### src/rtl/rmq_div.sv
// Pipelined restoring divider, one quotient bit per stage.
// Depends on nothing; the numerator must stay below den << QW.
module rmq_div #(
    parameter int NW = 38,   // numerator width
    parameter int LW = 21,   // denominator width
    parameter int QW = 17    // quotient width
) (
    input  logic          aclk,
    input  logic          ce,
    input  logic [NW-1:0] num,
    input  logic [LW-1:0] den,
    output logic [QW-1:0] quo
);

    localparam int DW = LW + QW;

    logic [DW-1:0] n_reg [QW];
    logic [LW-1:0] d_reg [QW];
    logic [QW-1:0] q_reg [QW];

    for (genvar j = 0; j < QW; j++) begin : g_stage
        localparam int I = QW - 1 - j;
        logic [DW-1:0] n_prev, shifted, n_next;
        logic [LW-1:0] d_prev;
        logic [QW-1:0] q_prev;
        logic          hit;

        if (j == 0) begin : g_first
            assign n_prev = DW'(num);
            assign d_prev = den;
            assign q_prev = '0;
        end else begin : g_rest
            assign n_prev = n_reg[j-1];
            assign d_prev = d_reg[j-1];
            assign q_prev = q_reg[j-1];
        end

        assign shifted = DW'(d_prev) << I;
        assign hit     = (n_prev >= shifted);
        assign n_next  = hit ? (n_prev - shifted) : n_prev;

        always_ff @(posedge aclk) begin
            if (ce) begin
                n_reg[j] <= n_next;
                d_reg[j] <= d_prev;
                q_reg[j] <= {q_prev[QW-2:0], hit};
            end
        end
    end

    assign quo = q_reg[QW-1];

endmodule

### config.mk
export PLATFORM = sky130hd
export DESIGN_NAME = rmq_div
export DESIGN_NICKNAME = d
export VERILOG_FILES = /design/src/rtl/rmq_div.sv
export SDC_FILE = /design/constraint.sdc
export NUM_CORES = 2
export LEC_CHECK = 0
export BUFFER_PORTS_ARGS = -buffer_cell sky130_fd_sc_hd__buf_2
export CORE_UTILIZATION = 45
export DETAILED_ROUTE_END_ITERATION = 16
export GPL_ROUTABILITY_DRIVEN = 0
export PLACE_DENSITY_LB_ADDON = 0.1
export SLEW_MARGIN = 10
export SYNTH_ARGS = -nofsm -noshare
export SYNTH_HDL_FRONTEND = slang
export SYNTH_SLANG_ARGS = --single-unit
### constraint.sdc
create_clock -name aclk -period 5.7 [get_ports aclk]
set_input_delay 0.285 -clock aclk [delete_from_list [all_inputs] [get_ports aclk]]
set_output_delay 0.285 -clock aclk [all_outputs]
set_load 0.005 [all_outputs]
**Word-level counts from Yosys, hierarchy flattened**

Memory sizes are Yosys's and may differ from the RTL's.
Cells that the tools add are included.

- Add/subtract/negate cells: 17
- $lt $le $gt $ge: 17
- Multiplexer cells: 19

Operators by type and width:

| cell | count |
|---|---|
| $mux W38 | 17 |
| $ge A38 B21 Y1 | 1 |
| $ge A38 B22 Y1 | 1 |
| $ge A38 B23 Y1 | 1 |
| $ge A38 B24 Y1 | 1 |
| $ge A38 B25 Y1 | 1 |
| $ge A38 B26 Y1 | 1 |
| $ge A38 B27 Y1 | 1 |
| $ge A38 B28 Y1 | 1 |
| $ge A38 B29 Y1 | 1 |
| $ge A38 B30 Y1 | 1 |
| $ge A38 B31 Y1 | 1 |
| $ge A38 B32 Y1 | 1 |
| $ge A38 B33 Y1 | 1 |
| $ge A38 B34 Y1 | 1 |
| $ge A38 B35 Y1 | 1 |
| $ge A38 B36 Y1 | 1 |
| $ge A38 B37 Y1 | 1 |
| $sub A38 B21 Y38 | 1 |
| $sub A38 B22 Y38 | 1 |
| $sub A38 B23 Y38 | 1 |
| $sub A38 B24 Y38 | 1 |
| $sub A38 B25 Y38 | 1 |
| $sub A38 B26 Y38 | 1 |
| other kinds (12) | 13 |

- Flip-flop bits (word level): 0
- RAM bits: 1292
- Input port bits: 61
- Output and inout port bits: 17
- Memories kept: 3

Memories:

| name | words | bits a word | rd ports | clocked after memory_dff | wr ports | line | RTL |
|---|---|---|---|---|---|---|---|
| n_reg | 17 | 38 | 16 | 0 | 17 | 17 | `logic [DW-1:0] n_reg [QW];` |
| d_reg | 17 | 21 | 16 | 0 | 17 | 18 | `logic [LW-1:0] d_reg [QW];` |
| q_reg | 17 | 17 | 17 | 0 | 17 | 19 | `logic [QW-1:0] q_reg [QW];` |

**Depth between registers and ports, before layout**

An unclocked memory read counts as a cell.

- Depth in word-level cells: 3
- Depth in mapped cells: 15

**Worst setup path before layout**

OpenSTA, ideal clock, no wires.

- Path kind: register to register
- Start: mem n_reg[0][311] in the netlist's numbering
- End: mem n_reg[0][373] in the netlist's numbering (data pin)
- Library setup time: 0.256 ns
- Arrival time: 3.132 ns
- Path slack: 2.312 ns
- Cell stages (with the launch flop): 14
- Path buffers: 0
- Period minus slack after synthesis: 3.388 ns
- Cells stage by stage: edfxtp_1 -> inv_1 -> ha_1 -> inv_1 -> fa_1 -> a21o_1 -> a21oi_2 -> o21ai_1 -> a2111oi_2 -> o31ai_1 -> o21a_1 -> a2111o_1 -> a2111o_1 -> a22o_1

RTL lines:

| item | line |
|---|---|
| from (decl) | 17 |

==> flow_results.org <==
** Critical path
- Slowest-stage cell, CP :: sky130_fd_sc_hd__o21ai_1
- At the worst endpoint, the arrival time is 4.64 ns.
- For this run, the slowest stage of the critical path takes 0.52 ns.
- Critical Setup Path Class :: register to register
- Critical path fanouts, max :: 21
- In this run the register-to-register setup slack is 1.50 ns.
- In this design, the critical path's most frequently occurring cell is sky130_fd_sc_hd__o31a_1.
- Startpoint Class :: register
- STA puts the critical path data required time at 6.15 ns.
- Kind of end point of the critical path :: register
- Traced cell by cell, the critical path runs through ha_1 -> nor2b_1 -> o31a_1 -> o31a_1 -> o21ai_1 -> o41ai_1 -> a221o_1 -> a31oi_4 -> buf_4 -> mux2_2.

** Drt
- Violation count after the first detailed-route iteration :: 2946
- Using the TritonRoute via totals, the vias-per-cell ratio works out to 5.453.
- The final layout contains routed wiring with a total length of 135100 microns.
- Via count of the routed design :: 37925
- The pre-antenna-repair detailed-routing pass consisted of 5 iterations.
- In the routed design, unresolved DRC markers number 0.
- After detailed routing, the average wire length per cell comes to 19.42 microns.
- Once detail routing completed, the nets flagged for antenna violations numbered 0.

** Hold path
- Worst min-delay path class :: primary input to register

** STA
- On the final layout, the worst hold slack is 0.06823 ns.
- Setup violations remaining at the end of the flow were counted as 0.
- Normalized max-slew margin :: 25.85%
- Setup total negative slack on the finished layout was measured at 0 ns.
- Of the available clock period, the critical path in the final layout requires 73.62%.
- Setup repair after global routing missed its margin :: false
- At the pin with the least slew margin, the transition time is 1.102 ns.
- The worst path in the final design needs a cycle of 4.196 ns, including I/O delays and setup.
- Worst Slack Setup Final :: 1.504 ns
- Final clock skew :: 0.07184 ns
- Number of endpoints with negative hold slack in the final report :: 0
- Timing would allow up to 238.3 MHz.
- Max-slew violation count :: 0

** Cells and area
- 0 antenna diodes ended up in the layout.
- Flip-flop count of the largest register, all copies and words added :: 608
- Most common cell after layout, fill and taps aside :: sky130_fd_sc_hd__edfxtp_1
- Number of standard cells in the layout, taps in and fillers out :: 6955
- After the last flow step, the layout net total stands at 5626.
- The area growth from synthesis to layout is 12.10%.
- The top cell types in the final layout, fill and taps aside, are sky130_fd_sc_hd__edfxtp_1, sky130_fd_sc_hd__inv_1, sky130_fd_sc_hd__nand2_1, sky130_fd_sc_hd__ha_1, sky130_fd_sc_hd__o21ai_0.
- The post-route netlist has 7.198% of its cells at a drive strength greater than 1.

** Synthesis
- The average instance in the mapped netlist occupies 11.57 sq um.
- Yosys printed 0 warnings.
- In this run, synthesis inferred 1097 flip-flops with an integrated enable.
- After synthesis the cells add up to 57850 sq um.
- Counting flops with an async set or reset pin after synthesis yields a share of 0%.
- Xor-xnor portion of the synthesized cell area :: 5.799%
- Number of instances in the synthesized netlist :: 5000
- After synthesis, the netlist uses 95 different library cells.
- Summing the areas of all compound-gate instances in the mapped netlist gives 13.11% of the synthesized area.
- After synthesis, the share of cell area in mux cells is 0.8132%.
- Register area share after synthesis :: 56.94%
- The synthesized netlist devotes 8.275% of its cell area to adder and majority cells.
- Summing the areas of all and, or, nand and nor instances in the mapped netlist gives 11.36% of the synthesized area.
- Top FF cell, synth :: sky130_fd_sc_hd__edfxtp_1
- Synth Net Count :: 5434
- By area, the combinational part of the netlist is dominated by compound AO/OA/AOI/OAI gates.
- The synthesized design contains 1097 register bits.

** Floorplanning
- Die X-Extent :: 360.5 microns
- The core region is 127500 sq um.
- FP Rows :: 131
- 78 I/O pins were placed.
- Die footprint :: 130000 sq um
- Floorplan die height :: 360.5 microns
- Initial core utilization :: 45.37%

** Clocking
- In this run the deepest clock path goes through 3 buffers.
- Clock tree synthesis inserted a total of 117 buffers.
- Insertion delay of the later-clocked pin in the worst-skew pair :: 0.76 ns
- Root Buffer Master :: sky130_fd_sc_hd__clkbuf_16
- Clock-pin slew was measured on the worst setup and hold paths at 0.06 ns.
- Number of H-tree levels :: 3
- Sink count of the clock tree :: 1097
- TritonCTS built the clock tree.
- Post-CTS Setup Inserts :: 0

** Placement
- Placed instance count :: 6677
- Detailed placement finished with a half-perimeter wire length of 101500 microns.
- Before CTS, the worst setup slack after placement is 1.585 ns.
- Port buffering added 77 buffers.

** Global routing
- Largest net degree at the start of global routing :: 151
- The via count of the first global-routing pass came to 36393.
- In the global route stage, overall resource usage came out at 20.56%.
- Number of antenna violations at the first check in global routing :: 2
- The first global-routing pass estimated 209400 microns of wire.
- Summed over all layers, the global routing overflow is 0.

** Run status
- The run finished with clean final reports.

** Power
- Peak VDD IR :: 0.3549 mV
- In this run the power density over the cells is 481.5 nW/um^2.
- The analysis attributes to cell leakage a power of 24.97 nW.

** Flow run
- Across the run, the number of max-cap violations was 0.
path summary, 6_finish.rpt:
path / from / to / cells past startpoint
min: num[34] / n_reg[0][34] / 3
max: n_reg[0][164] / n_reg[0][206] / 10
min reg2reg: q_reg[0][108] / q_reg[0][126] / 0
max reg2reg: n_reg[0][164] / n_reg[0][206] / 10
critical path, delay by kind of cell (launching register included):
| family | cells | cell delay (ns) |
|---|---|---|
| AOI/OAI and AO/OA | 6 | 2.34 |
| adders and majority gates | 1 | 0.32 |
| buffers and inverters | 1 | 0.29 |
| DFF | 1 | 0.43 |
| muxes | 1 | 0.35 |
| and+or+nand+nor | 1 | 0.14 |
Yosys cell counts (58+ instances only):
| cell | count | share of area, % |
|---|---|---|
| sky130_fd_sc_hd__a21o_1 | 145 | 1.9 |
| sky130_fd_sc_hd__a21oi_1 | 301 | 2.6 |
| sky130_fd_sc_hd__clkbuf_1 | 68 | 0.44 |
| sky130_fd_sc_hd__edfxtp_1 | 1097 | 57 |
| sky130_fd_sc_hd__ha_1 | 357 | 7.7 |
| sky130_fd_sc_hd__inv_1 | 467 | 3.0 |
| sky130_fd_sc_hd__nand2_1 | 452 | 2.9 |
| sky130_fd_sc_hd__nand3_1 | 87 | 0.75 |
| sky130_fd_sc_hd__nor2_1 | 285 | 1.8 |
| sky130_fd_sc_hd__nor2b_1 | 58 | 0.63 |
| sky130_fd_sc_hd__nor3_1 | 112 | 0.97 |
| sky130_fd_sc_hd__nor4_1 | 71 | 0.77 |
| sky130_fd_sc_hd__o21a_1 | 68 | 0.88 |
| sky130_fd_sc_hd__o21ai_0 | 335 | 2.9 |
| sky130_fd_sc_hd__xnor2_1 | 204 | 3.1 |
| sky130_fd_sc_hd__xor2_1 | 179 | 2.7 |
final cells by class:
cell class | instances | area [sq um]
multi-input combinational | 3341 | 22800
tap | 1662 | 2079
sequential | 1097 | 32940
timing repair buffer | 164 | 1281
clock buffer | 137 | 3003
fill | 11385 | 62670
clock inverter | 83 | 973.4
inverter | 471 | 1768
metal layers:
metal / vias up / track usage, % / part of all wire, %
met5: - / 0 / 0.0067
met4: 2 / 4.856 / 2.1
met3: 155 / 2.600 / 3.4
met2: 666 / 36.06 / 50
met1: 18282 / 26.96 / 44
li1: 18820 / - / -
cell families after synthesis:
group | count (synthesis)
flip-flops | 1097
AO/OA/AOI/OAI | 1191
adder cells (fa/ha/maj) | 373
AND/OR/NAND/NOR | 1351
buffers and inverters | 562
multiplexers | 43
XOR/XNOR | 383
what timing repair did:
action,4_1_cts,5_1_grt
hold buffers,58,0
endpoints found under the hold margin,58,0
gates resized for setup,0,0
where the power goes:
group | leakage, nW | internal [mW] | total, mW | switching (mW)
Sequential | 10.6 | 11.3 | 12.6 | 1.30
Combinational | 12.5 | 4.57 | 10.8 | 6.25
Clock | 1.91 | 4.48 | 7.77 | 3.29
Total | 25.0 | 20.4 | 31.2 | 10.8
through the flow:
step / total power, mW / area (sq um) / utilization [%]
6_report: 31.22 / 64850 / 50.86
4_1_cts: 31.49 / 64850 / 50.86
2_1_floorplan: 20.37 / 57850 / -
3_3_place_gp: 23.49 / 60290 / 47.28
5_1_grt: 33.22 / 64850 / 50.86
3_5_place_dp: 23.55 / 60290 / 47.28
Power figures use the tool's default switching activity.
