<file path="src/rtl/rmq_sqrt.sv">
// Pipelined integer square root, one result bit per stage.
// Depends on nothing; instantiated by rotation_matrix_to_quaternion.
module rmq_sqrt #(
    parameter int SW = 42,   // radicand width, even
    parameter int LW = 21    // root width, SW / 2
) (
    input  logic          aclk,
    input  logic          ce,
    input  logic [SW-1:0] rad,
    output logic [LW-1:0] root
);

    logic [SW-1:0] rem_reg [LW];
    logic [SW-1:0] res_reg [LW];

    for (genvar j = 0; j < LW; j++) begin : g_stage
        localparam int K = LW - 1 - j;
        logic [SW-1:0] rem_prev, res_prev, bb, trial;
        logic [SW-1:0] rem_next, res_next;

        if (j == 0) begin : g_first
            assign rem_prev = rad;
            assign res_prev = '0;
        end else begin : g_rest
            assign rem_prev = rem_reg[j-1];
            assign res_prev = res_reg[j-1];
        end

        assign bb    = SW'(1) << (2 * K);
        assign trial = res_prev + bb;

        always_comb begin
            if (rem_prev >= trial) begin
                rem_next = rem_prev - trial;
                res_next = (res_prev >> 1) + bb;
            end else begin
                rem_next = rem_prev;
                res_next = res_prev >> 1;
            end
        end

        always_ff @(posedge aclk) begin
            if (ce) begin
                rem_reg[j] <= rem_next;
                res_reg[j] <= res_next;
            end
        end
    end

    assign root = res_reg[LW-1][LW-1:0];

endmodule

</file>
<file path="config.mk">
export PLATFORM = sky130hd
export DESIGN_NAME = rmq_sqrt
export DESIGN_NICKNAME = d
export VERILOG_FILES = /design/src/rtl/rmq_sqrt.sv
export SDC_FILE = /design/constraint.sdc
export NUM_CORES = 1
export LEC_CHECK = 0
export BUFFER_PORTS_ARGS = -buffer_cell sky130_fd_sc_hd__buf_2
export CAP_MARGIN = 20
export CORE_MARGIN = 3
export CORE_UTILIZATION = 60
export DETAILED_ROUTE_END_ITERATION = 7
export PLACE_DENSITY = 0.73
export SLEW_MARGIN = 15
export SYNTH_ARGS = -nofsm -noshare
export SYNTH_HDL_FRONTEND = slang
export SYNTH_SLANG_ARGS = --single-unit
</file>
<file path="constraint.sdc">
create_clock -name aclk -period 4.4 [get_ports aclk]
set_input_delay 0.88 -clock aclk [delete_from_list [all_inputs] [get_ports aclk]]
set_output_delay 0.88 -clock aclk [all_outputs]
set_load 0.005 [all_outputs]
</file>
## After elaboration in Yosys (flattened, before gate mapping)

Memory sizes are Yosys's and may differ from the RTL's.
Cells that the tools add are included.

| word-level totals | value |
|---|---|
| bits in registers | 0 |
| bits in latches | 0 |
| RAM bits | 1,764 |
| ROM bits | 0 |
| output and inout port bits | 21 |
| word-level logic and storage cells | 128 |
| memories kept | 2 |

| cells by class | value |
|---|---|
| add/subtract/negate cells | 61 |
| $mul | 0 |
| divide/modulo/power cells | 0 |
| magnitude comparators | 21 |
| equality and inequality tests | 0 |
| shift operators | 0 |
| muxes and demuxes | 44 |
| bitwise gates (word level) | 0 |
| reduce and logical (&&, ||, !) cells | 0 |

Memories:

| memory | words | width | rd ports | clocked after memory_dff | write ports | line | text |
|---|---|---|---|---|---|---|---|
| rem_reg | 21 | 42 | 20 | 0 | 21 | 13 | `logic [SW-1:0] rem_reg [LW];` |
| res_reg | 21 | 42 | 21 | 0 | 21 | 14 | `logic [SW-1:0] res_reg [LW];` |

Operators by type and width:

| cell | count |
|---|---|
| $mux W42 | 41 |
| $ge A42 B42 Y1 | 20 |
| $sub A42 B42 Y42 | 20 |
| $add A41 B1 Y42 const B | 1 |
| $add A41 B11 Y42 const B | 1 |
| $add A41 B13 Y42 const B | 1 |
| $add A41 B15 Y42 const B | 1 |
| $add A41 B17 Y42 const B | 1 |
| $add A41 B19 Y42 const B | 1 |
| $add A41 B21 Y42 const B | 1 |
| $add A41 B23 Y42 const B | 1 |
| $add A41 B25 Y42 const B | 1 |
| $add A41 B27 Y42 const B | 1 |
| $add A41 B29 Y42 const B | 1 |
| $add A41 B3 Y42 const B | 1 |
| $add A41 B31 Y42 const B | 1 |
| $add A41 B33 Y42 const B | 1 |
| $add A41 B35 Y42 const B | 1 |
| $add A41 B37 Y42 const B | 1 |
| $add A41 B39 Y42 const B | 1 |
| $add A41 B5 Y42 const B | 1 |
| $add A41 B7 Y42 const B | 1 |
| $add A41 B9 Y42 const B | 1 |
| $add A42 B1 Y42 const B | 1 |
| other kinds (23) | 24 |

## Depth between registers and ports, before layout

Gate-level depths: netlist of run 1.
An unclocked memory read counts as a cell.

| logic depth | value |
|---|---|
| word-level depth | 4 |
| gate-level depth with buffers | 14 |

## Worst setup path before layout of run 1

OpenSTA, ideal clock, no wires.

| timing | value |
|---|---|
| path kind | register -> register |
| start point | memory rem_reg[16][9], in the netlist rem_reg[8][9] |
| end point | memory rem_reg[17][40], in the netlist rem_reg[8][82], data pin |
| arrival time | 3.049 ns |
| data required time | 4.128 ns |
| setup slack | 1.079 ns |
| stages on the path, launching flop included | 12 |
| period minus slack after synthesis | 3.321 ns |
| path through | edfxtp_1 > ha_1 > or4b_1 > nor4_1 > nand3_1 > o211ai_1 > a211oi_1 > or4b_1 > clkbuf_1 > a41o_1 > a2111oi_2 > xor2_1 |

RTL lines:

| item | line |
|---|---|
| start: declaration | 13 |

==> results.md, run 1 <==
- Post-layout utilization of the core: 67.3%
- Storage cell area: 32200 µm²
- H-tree lvl count: 3
- Most used routing layer: met2
- Starting density of the core: 60.8%
- Smallest setup slack after layout: 0.573 ns
- CP Data Arrival Time: 4.22 ns
- Antenna violations before repair: 2
- Filler instances: 5769
- Share of the synthesized area in the top cell type: 64.3%
- Standby leakage power: 21.1 nW
- Maximum number of pins on one net before global-route repair: 161
- DIE AREA: 86900 µm²
- Area Overhead vs Synth: 10.8%
- I/O pin count: 65
- Final GP Congestion: 0.902
- Largest fanout on the critical path: 8
- HPWL after detailed placement: 68400 µm
- Portion of the clock cycle consumed by the worst path in the final layout: 87.0%
- Number of buffers inserted for hold repair after clock tree synthesis: 0
- Synthesized-area fraction occupied by and/or/nand/nor cells: 11.4%
- Avg Vias per Cell: 5.80
- Placed instance area: 51900 µm²
- Number of flops mapped to enable cells by yosys: 1071
- Placed instance count: 4967
- Setup Slack @ Placement: 0.608 ns
- Post-route standard cell area excluding fillers: 55400 µm²
- Clk slew on worst S/H paths: 0.06 ns
- Clock latency reported for the late side of the worst-skew pair: 0.67 ns
- Largest family of logic cells by synthesized area: simple AND/OR/NAND/NOR gates
- Sequential cell area fraction in the yosys report: 64.3%
- Critical Path Start Type: flop
- Wire length of the first global-routing pass: 151000 µm
- Async set-or-reset flop fraction in the synthesized netlist: 0%
- Total area of multi-input combinational cells: 16500 µm²
- Synth Register Bits: 1071
- Die H: 295 µm
- Hold WC Path Type: in2reg
- Yosys warnings: 0
- Cells along the critical path: ha_1 > nor2b_1 > o311ai_0 > a21oi_1 > or3_1 > a21boi_0 > a21oi_1 > o21bai_1 > nor3b_1 > xor2_1
- Share of layout cells above drive strength 1: 8.06%
- Final slew viol count: 0
- Synth cell types: 78
- Worst Tran Pin Value: 0.887 ns
- Final setup vio count: 0
- Adder and majority gate portion of the synthesized area: 6.20%
- Netlist area before placement: 50000 µm²
- Average wire per cell in the routed design: 18.3 µm
- 1st-iter DRT viols: 1736
- Leading register cell type out of synthesis: sky130_fd_sc_hd__edfxtp_1
- Number of maximum-capacitance violations: 0
- Total GRT Usage: 21.9%
- Max Root-Sink Buffers: 3
- Fraction of met2 tracks used by global routing: 40.9%
- Final clock skew: 0.0264 ns
- Data required, critical path: 4.79 ns
- Largest area contributor in the synthesized netlist: sky130_fd_sc_hd__edfxtp_1
- Final critical-path required period: 3.83 ns
- Global Route met3 Usage: 2.60%
- Synthesized instance count: 3850
- Cells taking the most area after synthesis: sky130_fd_sc_hd__edfxtp_1 64%, sky130_fd_sc_hd__ha_1 6.2%, sky130_fd_sc_hd__xnor2_1 3.4%
- Xor-xnor portion of the synthesized cell area: 6.13%
- Met1 GRT Util: 24.7%
- Setup TNS: 0 ns
- Worst path slowest cell: sky130_fd_sc_hd__o21bai_1
- Detailed Routing Iterations Pass 1: 5
- Normalized max-slew margin: 40.9%
- Most Frequent Cell on Critical Path: sky130_fd_sc_hd__a21oi_1
- Remaining global-route overflow: 0
- Fmax: 261 MHz
- DR DRC count: 0
- Final hold vios: 0
- Std-Cell Core Area: 82400 µm²
- Total via count in the routed design: 30000
- Number of sinks driven by the clock tree: 1071
- Cts repair resizes: 0
- Number of flip-flops under the largest register name: 840
- Power density relative to cell area: 490 nW/µm²
- Final Hold Slack: 0.380 ns
- Maximum resistive drop on vdd: 0.000402 V
- Count of input and output buffers: 64
- Average size of a mapped cell: 13.0 µm²
- Number of nets in the layout: 4298
- Number of global-route vias before repair: 29900
- Largest stage delay, worst path: 0.54 ns
- Diodes inserted: 0
- Final cell count without fillers: 5164
- Total setup buffers inserted after CTS: 0
- Post-Route WL: 94500 µm
- CTS Root Cell: sky130_fd_sc_hd__clkbuf_16
- Inserted Clock Buffers: 107
- Kind of critical path: reg2reg
- Share of the synthesized area in compound gates (AO/OA/AOI/OAI): 8.21%
- Fraction of synthesized area in multiplexers: 1.07%
- Result of the run: finished, final reports clean
- TritonCTS clock tree: built
- Power consumption: 27.2 mW
- Unrepaired setup endpoints after global routing: false
- Core Rows: 105
- Critical Path Sink Type: flop
- Post-route antenna net violation count: 0
- Die W: 295 µm
- Syn Nets: 4142
cell type report:
| class | instances | share of cell area (%) |
|---|---|---|
| Sequential cell | 1071 | 58.0 |
| Multi-Input combinational cell | 2416 | 29.8 |
| Clock buffer | 135 | 5.06 |
| Tap cell | 1070 | 2.42 |
| Inverter | 306 | 2.07 |
| Timing Repair Buffer | 104 | 1.34 |
| Clock inverter | 62 | 1.26 |
kinds of logic after synthesis:
| logic type | Yosys count |
|---|---|
| AO/OA/AOI/OAI | 662 |
| XOR/XNOR | 350 |
| adder cells (fa/ha/maj) | 248 |
| buffers and inverters | 363 |
| flip-flops | 1071 |
| multiplexers | 48 |
| AND/OR/NAND/NOR | 1108 |
report_power, final:
part	total, mW	internal, mW	leakage (nW)	switching (mW)
registers	13.7	12.8	10.3	0.861
clock network	9.00	5.28	1.70	3.73
logic	4.48	1.98	9.10	2.50
critical path, delay by kind of cell, from the launching register on:
kind            cells  cell delay, ns
compound gates      5            1.84
xor+xnor            1            0.19
fa+ha+maj           1            0.36
flops               1            0.41
simple gates        3            0.76
per-layer routing:
metal	wire (µm)	vias up
met4	4860	2
li1	-	14600
met2	50000	659
met1	36400	14400
met3	3350	254
met5	11	-
path summary, 6_finish.rpt:
kind,start,slack [ns],depth (start not counted),to
setup reg to reg,rem_reg[8][48],0.57,10,rem_reg[9][41]
hold reg to reg,res_reg[1][314],0.44,0,res_reg[2][19]
hold / removal,rad[38],0.38,1,rem_reg[0][38]
setup / recovery,rem_reg[8][48],0.57,10,rem_reg[9][41]
placed cells by master, fill, tap and decap left out, types with 18 or more instances in the layout:
cell type | Yosys | layout
sky130_fd_sc_hd__nand3_1 | 64 | 64
sky130_fd_sc_hd__nor2_1 | 254 | 254
sky130_fd_sc_hd__o31ai_1 | 24 | 24
sky130_fd_sc_hd__o21a_1 | 51 | 51
sky130_fd_sc_hd__clkinv_2 | 0 | 18
sky130_fd_sc_hd__xnor2_1 | 194 | 194
sky130_fd_sc_hd__nand2_1 | 242 | 242
sky130_fd_sc_hd__clkinv_1 | 0 | 21
sky130_fd_sc_hd__xor2_1 | 156 | 156
sky130_fd_sc_hd__nor3_1 | 106 | 105
sky130_fd_sc_hd__buf_2 | 5 | 63
sky130_fd_sc_hd__or4_1 | 27 | 27
sky130_fd_sc_hd__mux2_2 | 42 | 42
sky130_fd_sc_hd__nor4_1 | 118 | 118
sky130_fd_sc_hd__nand4_1 | 50 | 50
sky130_fd_sc_hd__edfxtp_1 | 1071 | 1071
sky130_fd_sc_hd__nor2b_1 | 38 | 38
sky130_fd_sc_hd__inv_1 | 305 | 305
sky130_fd_sc_hd__buf_4 | 0 | 31
sky130_fd_sc_hd__a21oi_1 | 219 | 219
sky130_fd_sc_hd__clkbuf_16 | 0 | 108
sky130_fd_sc_hd__or3_1 | 40 | 40
sky130_fd_sc_hd__a21o_1 | 72 | 72
sky130_fd_sc_hd__nand2b_1 | 58 | 58
sky130_fd_sc_hd__clkbuf_1 | 48 | 27
sky130_fd_sc_hd__o21ai_0 | 166 | 166
sky130_fd_sc_hd__ha_1 | 248 | 248
synth_stat cells, drive strengths merged, types with 14 or more instances:
cell type / number
mux2: 43
nand4b: 17
ha: 248
nor4: 119
o21ai: 166
nand4: 50
nand3b: 17
o31ai: 24
xnor2: 194
edfxtp: 1071
nand2b: 58
clkbuf: 48
a21oi: 219
or4: 27
or3: 40
nand3: 64
o21bai: 14
nor2: 255
xor2: 156
nor3: 107
nand2: 242
o21a: 51
nor2b: 38
inv: 306
a211oi: 17
a21o: 72
Note: power is estimated with default switching activity, not from simulation.
==> run 2: changes to the inputs <==
- REMOVE_ABC_BUFFERS: not set -> 1
==> run 2 against run 1 <==
Fmax down 8.8%. Worst hold slack worse by 0.025 ns. Sequential share of layout area increased by 0.081 points. Combinational power about the same. Worst setup slack worse by 0.37 ns. Clock power shrank 2%. Die area did not move. Final cell count is 0.14% lower. Register-to-register slack lost 0.37 ns. Clock-buffer cell count is 10 lower. Total power shrank 0.55%. Largest power group unchanged.
==> results.md, run 2 (same netlist as run 1, synthesis figures left out) <==
- Number of sinks driven by the clock tree: 1071
- Data required, critical path: 4.79 ns
- Number of flip-flops under the largest register name: 840
- Clock latency reported for the late side of the worst-skew pair: 0.70 ns
- Setup TNS: 0 ns
- Most used routing layer: met2
- Remaining global-route overflow: 0
- Commonest non-fill, non-tap cell in the layout: sky130_fd_sc_hd__edfxtp_1
- Largest fanout on the critical path: 6
- Max Root-Sink Buffers: 3
- Count of input and output buffers: 64
- Avg Vias per Cell: 5.80
- Die H: 295 µm
- Setup Slack @ Placement: 0.216 ns
- I/O pin count: 65
- Std-Cell Core Area: 82400 µm²
- Final slew viol count: 0
- Hold WC Path Type: in2reg
- Standby leakage power: 21.0 nW
- Leading cell types in the layout, fill and taps excluded: 1071 x sky130_fd_sc_hd__edfxtp_1, 305 x sky130_fd_sc_hd__inv_1, 254 x sky130_fd_sc_hd__nor2_1, 248 x sky130_fd_sc_hd__ha_1, 242 x sky130_fd_sc_hd__nand2_1
- Maximum number of pins on one net before global-route repair: 170
- Number of maximum-capacitance violations: 0
- Antenna violations before repair: 0
- Share of layout cells above drive strength 1: 7.98%
- Starting density of the core: 60.8%
- Total GRT Usage: 21.9%
- Placed instance area: 51900 µm²
- Critical Path Start Type: flop
- H-tree lvl count: 3
- HPWL after detailed placement: 68400 µm
- TritonCTS clock tree: built
- Result of the run: finished, final reports clean
- Met1 GRT Util: 23.3%
- Kind of critical path: reg2reg
- CP Data Arrival Time: 4.59 ns
- Hold path cells: 1
- Global Route met3 Usage: 3.01%
- Number of buffers inserted for hold repair after clock tree synthesis: 0
- Cts repair resizes: 0
- CTS Root Cell: sky130_fd_sc_hd__clkbuf_16
- Post-layout utilization of the core: 67.2%
- Worst Tran Pin Value: 0.991 ns
- Detailed Routing Iterations Pass 1: 6
- Power consumption: 27.0 mW
- Normalized max-slew margin: 33.3%
- Inserted Clock Buffers: 105
- Portion of the clock cycle consumed by the worst path in the final layout: 95.3%
- Number of nets in the layout: 4294
- Die W: 295 µm
- Critical Path Sink Type: flop
- Total setup buffers inserted after CTS: 0
- DIE AREA: 86900 µm²
- Fmax: 238 MHz
- Area Overhead vs Synth: 10.6%
- DR DRC count: 0
- Number of global-route vias before repair: 29900
- 1st-iter DRT viols: 1755
- Smallest setup slack after layout: 0.206 ns
- Fraction of met2 tracks used by global routing: 42.5%
- Final clock skew: 0.0485 ns
- Post-route antenna net violation count: 0
- Wire length of the first global-routing pass: 150000 µm
- Core Rows: 105
- Clk slew on worst S/H paths: 0.06 ns
- Post-Route WL: 94400 µm
- Final GP Congestion: 0.874
- Post-route standard cell area excluding fillers: 55400 µm²
- Final setup vio count: 0
- Maximum resistive drop on vdd: 0.000428 V
- Average wire per cell in the routed design: 18.3 µm
- Unrepaired setup endpoints after global routing: false
- Final critical-path required period: 4.19 ns
- Final hold vios: 0
- Power density relative to cell area: 488 nW/µm²
- Worst reg-to-reg path cell count: 11
- Total via count in the routed design: 29900
- Diodes inserted: 0
-- run 2: cell count changes in the layout (fill, tap and decap cells not counted) --
cell                         delta
sky130_fd_sc_hd__bufinv_16      -2
sky130_fd_sc_hd__clkinv_16      +4
sky130_fd_sc_hd__clkinv_8       -3
sky130_fd_sc_hd__clkinv_1       +4
sky130_fd_sc_hd__clkbuf_16      -3
sky130_fd_sc_hd__buf_4          -1
sky130_fd_sc_hd__clkinv_2       -3
sky130_fd_sc_hd__buf_12         -1
sky130_fd_sc_hd__clkinvlp_4     +3
sky130_fd_sc_hd__clkinv_4       +2
sky130_fd_sc_hd__clkbuf_1       -7
-- run 2: per-stage QoR --
step	instances	hold WS (ns)
2_1_floorplan	3793	0.417
3_3_place_gp	4965	0.424
3_5_place_dp	4965	0.428
4_1_cts	5157	0.300
5_1_grt	5157	0.320
6_report	5157	0.355
-- run 2: where the power goes --
| group | internal [mW] | total [mW] | switching (mW) |
|---|---|---|---|
| sequential | 12.8 | 13.7 | 0.853 |
| clock | 5.06 | 8.84 | 3.78 |
| combinational | 1.98 | 4.50 | 2.53 |
-- run 2: cell type report --
class	instances	area [µm²]
Clock buffer	125	2700
Inverter	306	1150
Tap cell	1070	1340
Fill cell	5719	27000
Timing Repair Buffer	102	716
Clock inverter	67	748
Multi-Input combinational cell	2416	16500
Sequential cell	1071	32200
-- run 2: metal layers --
metal | up-vias | share of wire, %
li1 | 14600 | -
met4 | 0 | 4.6
met5 | - | 0
met2 | 693 | 54
met3 | 248 | 4.0
met1 | 14300 | 37
-- run 2: final timing paths --
| kind | to | slack (ns) | from |
|---|---|---|---|
| max reg2reg | rem_reg[8][82] | 0.21 | rem_reg[8][9] |
| min reg2reg | rem_reg[8][43] | 0.42 | rem_reg[8][1] |
| max | rem_reg[8][82] | 0.21 | rem_reg[8][9] |
| min | rem_reg[0][17] | 0.35 | rad[17] |
-- run 2: worst max-delay path: stages, from the launching register on --
cell	delay [ns]
sky130_fd_sc_hd__edfxtp_1	0.40
sky130_fd_sc_hd__ha_1	0.41
sky130_fd_sc_hd__or4b_1	0.51
sky130_fd_sc_hd__nor4_1	0.52
sky130_fd_sc_hd__buf_4	0.22
sky130_fd_sc_hd__nand3_1	0.08
sky130_fd_sc_hd__o211ai_1	0.31
sky130_fd_sc_hd__a211oi_4	0.08
sky130_fd_sc_hd__or4b_1	0.55
sky130_fd_sc_hd__a41o_1	0.29
sky130_fd_sc_hd__a2111oi_2	0.39
sky130_fd_sc_hd__xor2_1	0.12
